--- config.mk ---
export PLATFORM = sky130hd
export DESIGN_NAME = lis_front
export DESIGN_NICKNAME = d
export VERILOG_FILES = /design/src/design/lis_pkg.sv /design/src/design/lis_front.sv
export SDC_FILE = /design/constraint.sdc
export NUM_CORES = 1
export LEC_CHECK = 0
export BUFFER_PORTS_ARGS = -buffer_cell sky130_fd_sc_hd__buf_2
export CAP_MARGIN = 15
export CORE_MARGIN = 2
export CORE_UTILIZATION = 51
export CTS_CLUSTER_DIAMETER = 50
export DETAILED_ROUTE_END_ITERATION = 16
export GPL_ROUTABILITY_DRIVEN = 0
export PLACE_DENSITY = 0.76
export REMOVE_ABC_BUFFERS = 1
export SLEW_MARGIN = 20
export SYNTH_ARGS = -nofsm -noshare
export SYNTH_HDL_FRONTEND = slang
export SYNTH_SLANG_ARGS = --single-unit
--- constraint.sdc ---
create_clock -name clk -period 3.3 [get_ports clk]
set_input_delay 0.165 -clock clk [delete_from_list [all_inputs] [get_ports clk]]
set_output_delay 0.165 -clock clk [all_outputs]
set_load 0.01 [all_outputs]
--- src/design/lis_pkg.sv ---
// Shared types, constants and helpers for the Lagrange interpolation sampler.
// No dependencies; every other design file imports this package.
package lis_pkg;

  localparam int DEF_MAX_POINTS  = 16;
  localparam int DEF_MAX_SAMPLES = 64;
  localparam int QUEUE_DEPTH     = 2;

  localparam int IN_TDATA_W  = 72;
  localparam int OUT_TDATA_W = 64;
  localparam int CFG_ADDR_W  = 2;
  localparam int CFG_DATA_W  = 32;

  // Command selector on the input channel
  localparam logic FUNC_LOAD = 1'b0;
  localparam logic FUNC_EVAL = 1'b1;

  // Register indexes
  localparam logic [CFG_ADDR_W-1:0] CFG_POINT_COUNT = 2'd0;
  localparam logic [CFG_ADDR_W-1:0] CFG_START_X     = 2'd1;
  localparam logic [CFG_ADDR_W-1:0] CFG_END_X       = 2'd2;
  localparam logic [CFG_ADDR_W-1:0] CFG_STEP_X      = 2'd3;

  // Sample status codes
  localparam logic [1:0] ST_OK   = 2'd0;
  localparam logic [1:0] ST_DUP  = 2'd1;
  localparam logic [1:0] ST_CLIP = 2'd2;
  localparam logic [1:0] ST_SAT  = 2'd3;

  // Register reset values
  localparam logic [4:0]  RST_POINT_COUNT = 5'd2;
  localparam logic [31:0] RST_START_X     = 32'd0;
  localparam logic [31:0] RST_END_X       = 32'd65536;
  localparam logic [30:0] RST_STEP_X      = 31'd65536;

  // Q16.16 one and signed 64-bit limits
  localparam logic [63:0] Q_ONE   = 64'd65536;
  localparam logic [63:0] S64_MAX = {1'b0, {63{1'b1}}};
  localparam logic [63:0] S64_MIN = {1'b1, {63{1'b0}}};

  // One queued command from the front end
  typedef struct packed {
    logic        is_eval;
    logic [3:0]  idx;
    logic [31:0] x;
    logic [31:0] y;
  } cmd_t;

  // Result of a multiply or divide: value and saturation flag
  typedef struct packed {
    logic [63:0] val;
    logic        sat;
  } qres_t;

  // Magnitude of a signed 64-bit value (minimum maps to 2^63)
  function automatic logic [63:0] mag64(input logic [63:0] v);
    mag64 = v[63] ? (64'd0 - v) : v;
  endfunction

  // Apply sign to a magnitude and saturate to the signed 64-bit range
  function automatic qres_t from_mag(input logic over, input logic [63:0] m,
                                     input logic neg);
    qres_t r;
    r.sat = 1'b0;
    r.val = m;
    if (over) begin
      r.sat = 1'b1;
      r.val = neg ? S64_MIN : S64_MAX;
    end else if (neg) begin
      if (m > S64_MIN) begin
        r.sat = 1'b1;
        r.val = S64_MIN;
      end else begin
        r.val = 64'd0 - m;
      end
    end else if (m[63]) begin
      r.sat = 1'b1;
      r.val = S64_MAX;
    end
    return r;
  endfunction

endpackage

--- src/design/lis_front.sv ---
// Front end: accepts stream items, drops loads to missing slots, and queues
// commands for the engine. Depends on lis_pkg.
module lis_front #(
  parameter int MAX_POINTS = lis_pkg::DEF_MAX_POINTS
) (
  input  logic                            clk,
  input  logic                            rst_n,
  input  logic                            in_tvalid,
  output logic                            in_tready,
  input  logic [lis_pkg::IN_TDATA_W-1:0]  in_tdata,  // point_index, node_x, node_y
  input  logic                            in_tuser,  // func
  output logic                            cmd_valid,
  input  logic                            cmd_ready,
  output lis_pkg::cmd_t                   cmd
);
  import lis_pkg::*;

  localparam int QW = (QUEUE_DEPTH > 1) ? $clog2(QUEUE_DEPTH) : 1;
  localparam int NW = $clog2(QUEUE_DEPTH + 1);

  cmd_t          q_mem [QUEUE_DEPTH];
  logic [QW-1:0] wr_ptr_r, rd_ptr_r;
  logic [NW-1:0] cnt_r;
  cmd_t          item;
  logic          keep, push, pop;

  // Classify the incoming item
  always_comb begin
    item.is_eval = (in_tuser == FUNC_EVAL);
    item.idx     = in_tdata[3:0];
    item.x       = in_tdata[35:4];
    item.y       = in_tdata[67:36];
    keep         = item.is_eval || ({28'd0, item.idx} < 32'(MAX_POINTS));
  end

  assign in_tready = (cnt_r != NW'(QUEUE_DEPTH));
  assign cmd_valid = (cnt_r != '0);
  assign cmd       = q_mem[rd_ptr_r];
  assign push      = in_tvalid && in_tready && keep;
  assign pop       = cmd_valid && cmd_ready;

  // Queue storage
  always_ff @(posedge clk) begin
    if (push) q_mem[wr_ptr_r] <= item;
  end

  // Queue pointers and fill count
  always_ff @(posedge clk) begin
    if (!rst_n) begin
      wr_ptr_r <= '0;
      rd_ptr_r <= '0;
      cnt_r    <= '0;
    end else begin
      if (push) wr_ptr_r <= (wr_ptr_r == QW'(QUEUE_DEPTH - 1)) ? '0 : wr_ptr_r + 1'b1;
      if (pop)  rd_ptr_r <= (rd_ptr_r == QW'(QUEUE_DEPTH - 1)) ? '0 : rd_ptr_r + 1'b1;
      if (push && !pop)      cnt_r <= cnt_r + 1'b1;
      else if (pop && !push) cnt_r <= cnt_r - 1'b1;
    end
  end

endmodule

==> impl_metrics.toml <==
[global_routing]
number_of_antenna_violations_at_the_first_check_in_global_routing = 0
gr-total-overflow = 0
grt_first_pass_wirelength_um = 15000
vias_in_the_first_global_route = 3216
grt_usage = 0.180
grt_max_degree = 70

[status]
status = "finished, final reports clean"

[logic_synthesis]
synth-seq-cells = 143
number_of_unique_standard_cell_types_used_by_synthesis = 21
synth_most_common_cell = "edfxtp_1"
syn-instance-count = 239
synth_edf_count = 138
synth-async-reset-ratio = 0
yosys-top-cells-area = "edfxtp_1 79%, mux2_2 13%, mux2_4 2.9%, dfxtp_1 1.9%, buf_6 0.64%"
synthesis.area_um2 = 5260
yosys-top-cells-count = "138 x edfxtp_1, 59 x mux2_2, 10 x mux2_4"
dominantRegCellSynth = "edfxtp_1"
sequential_to_total_area_share_from_yosys_stat = 0.807
netlist.area_leader.share = 0.788
syn_avg_cell_area_um2 = 22.0
synth_top_area_cell = "edfxtp_1"
synth-warning-count = 0

[min_path]
min-delay-start = "cmd_ready"
hold-path-cell-count = 4
min_path_type = "primary input to flop"
worst_hold_path_ep = "rd_ptr_r$_SDFFE_PN0P_"

[detailed_routing]
wl_um = 9560
wl_met1_um = 3930
avgRoutedWirePerCell_um = 15.6
routed_via_density = 4.80
met2WireLength_um = 4890
drt_first_iter_violations = 145
highest-signal-layer = "met4"
drt_pass1_iterations = 4
met3WireLength_um = 524
drcViolationCount = 0
antenna_left = 0
via_count = 2946

[clocking]
clkLatencyLatePin_ns = 0.51
cts-root-buf = "clkbuf_8"
numCtsBuffers = 17
htreeDepth = 4
cts_resized = 0
numClockSinks = 143
post_cts.repair.setup_buffers = 0
cts_hold_repair.buffers = 71
clkSlewWorstSetupHoldPaths_ns = 0.05
clockBufferDepth = 2
tritoncts = "done"

[setup_path]
cp_data_arrival_time_ns = 2.10
worst_r2r_startpoint = "cnt_r[0]$_SDFFE_PN0P_"
reg2reg_depth = 4
start_kind = "flop"
critPathMaxFanout = 69
critPathKind = "flop to output port"
worstSetupEndpointType = "output port"
crit-reg2reg-capture = "q_mem[0][23]$_DFFE_PP_"
setup.reg_to_reg.worst_slack_ns = 1.39
critical_path_data_required_time_ns = 3.13

[cells_and_area]
area.growth.synth_to_final_pct = 41.4
antenna_cells = 0
final_layout_size_suffix_gt1_frac = 0.513
nets = 543

[timing]
slew-limit-headroom = 0.351
rsz0062_at_grt = "no"
fin_hold_ws_ns = 0.140
achievable_frequency_mhz = 441
post-route-min-period_ns = 2.27
fin_ws_ns = 1.03
timing.setup.tns_ns = 0
worst_pin_slew_ns = 0.974
final_max_slew_viol_count = 0
finClkSkew_ns = 0.00617
setup_viol_count_final = 0
timing.final.hold_violations = 0
final.period_utilization = 0.687

[power]
cellPowerDensity_nw_per_um2 = 747
leakagePower_nw = 2.84
worst_ir_drop_vdd_uv = 463

[place]
portbufs = 143
dp_hpwl_um = 5270
minimum_setup_slack_after_placement_ns = 1.39

[floorplan]
design.core.area_um2 = 10200
std_cell_rows = 37
die_area_um2 = 11100
die-width_um = 106
floorplan.initialDensity = 0.516
die_span_y_um = 106
ios = 148

[run]
timing.max_cap.violations = 0
==> state kept, by name, indices dropped and copies added (netlist names), named ones only <==
name and cells:
cnt_r 2, wr_ptr_r 1, q_mem 138, rd_ptr_r 1
==> per-layer routing <==
layer  global-route usage  vias to the layer above
met5                    0                        -
met3               0.0519                       19
met4               0.0959                        0
met2                0.316                      104
met1                0.196                     1429
li1                     -                     1394
==> worst max-delay path, stage by stage (launching register included) <==
cell     delay, ns
dfxtp_4       1.00
mux2_2        0.42
buf_2         0.15
==> worst max path at each step <==
stage | cells after the start | startpoint | to | slack [ns]
after floorplan | 2 | cnt_r[0]$_SDFFE_PN0P_ | q_mem[1][0]$_DFFE_PP_ | 0.63
after global placement | 4 | cnt_r[0]$_SDFFE_PN0P_ | q_mem[0][10]$_DFFE_PP_ | 1.40
after detailed placement | 4 | cnt_r[0]$_SDFFE_PN0P_ | q_mem[0][48]$_DFFE_PP_ | 1.39
after CTS | 2 | flop | cmd[64] | 0.97
after global routing | 2 | flop | cmd[32] | 0.91
final | 2 | flop | cmd[3] | 1.03
==> kinds of logic (layout without fill, tap and decap cells) <==
kind of cell               count (synthesis)  in the layout  share of synthesized area
DFF                                      143            143                      0.807
muxes                                     69             69                      0.155
and+or+nand+nor                            9              9                     0.0124
buffers and inverters                      9            248                     0.0119
AOI/OAI and AO/OA                          5              5                    0.00666
xor gates and xnor gates                   3              3                    0.00500
adders and majority gates                  1              1                    0.00238
==> per-stage QoR <==
stage,utilization,instances,cell area (um^2),total power [mW]
floorplan,-,231,5200,3.16
CTS,0.730,614,7440,5.61
global placement,0.600,511,6120,3.56
global route,0.730,614,7440,5.79
detailed placement,0.600,511,6120,3.58
finish,0.730,614,7440,5.56
==> area by class of cell <==
cell class	count	area (um^2)
Fill cell	662	2750
Clock inverter	15	199
Tap cell	136	170
Inverter	1	3.75
Clock buffer	17	414
Multi-Input combinational cell	87	958
Sequential cell	143	4250
Timing Repair Buffer	215	1450
==> power by group <==
part | switching (mW) | total (mW) | internal [mW]
logic | 0.512 | 1.15 | 0.636
clock network | 0.668 | 1.95 | 1.28
registers | 0.184 | 2.46 | 2.27
total | 1.36 | 5.56 | 4.19
==> cell usage in the layout (no fill, tap or decap) <==
cell	synthesis	final
inv_2	0	1
buf_12	0	1
o21ai_1	1	1
mux2_2	59	59
nand3b_1	1	1
and3_4	0	1
clkinv_2	0	2
and2_1	4	4
a21bo_2	1	1
edfxtp_1	138	138
ha_1	1	1
clkinv_1	0	6
clkinvlp_4	0	1
or3_1	1	1
xnor2_1	2	2
xor2_1	1	1
mux2_4	10	10
a21boi_1	1	1
o21ai_0	1	1
clkbuf_16	0	16
buf_2	5	143
a21boi_0	1	1
bufinv_16	0	5
or2_2	1	1
clkinv_4	0	1
dfxtp_4	0	1
dfxtp_1	5	4
dlygate4sd3_1	0	71
nand2b_4	1	1
clkbuf_8	0	1
Power figures use the tool's default switching activity.
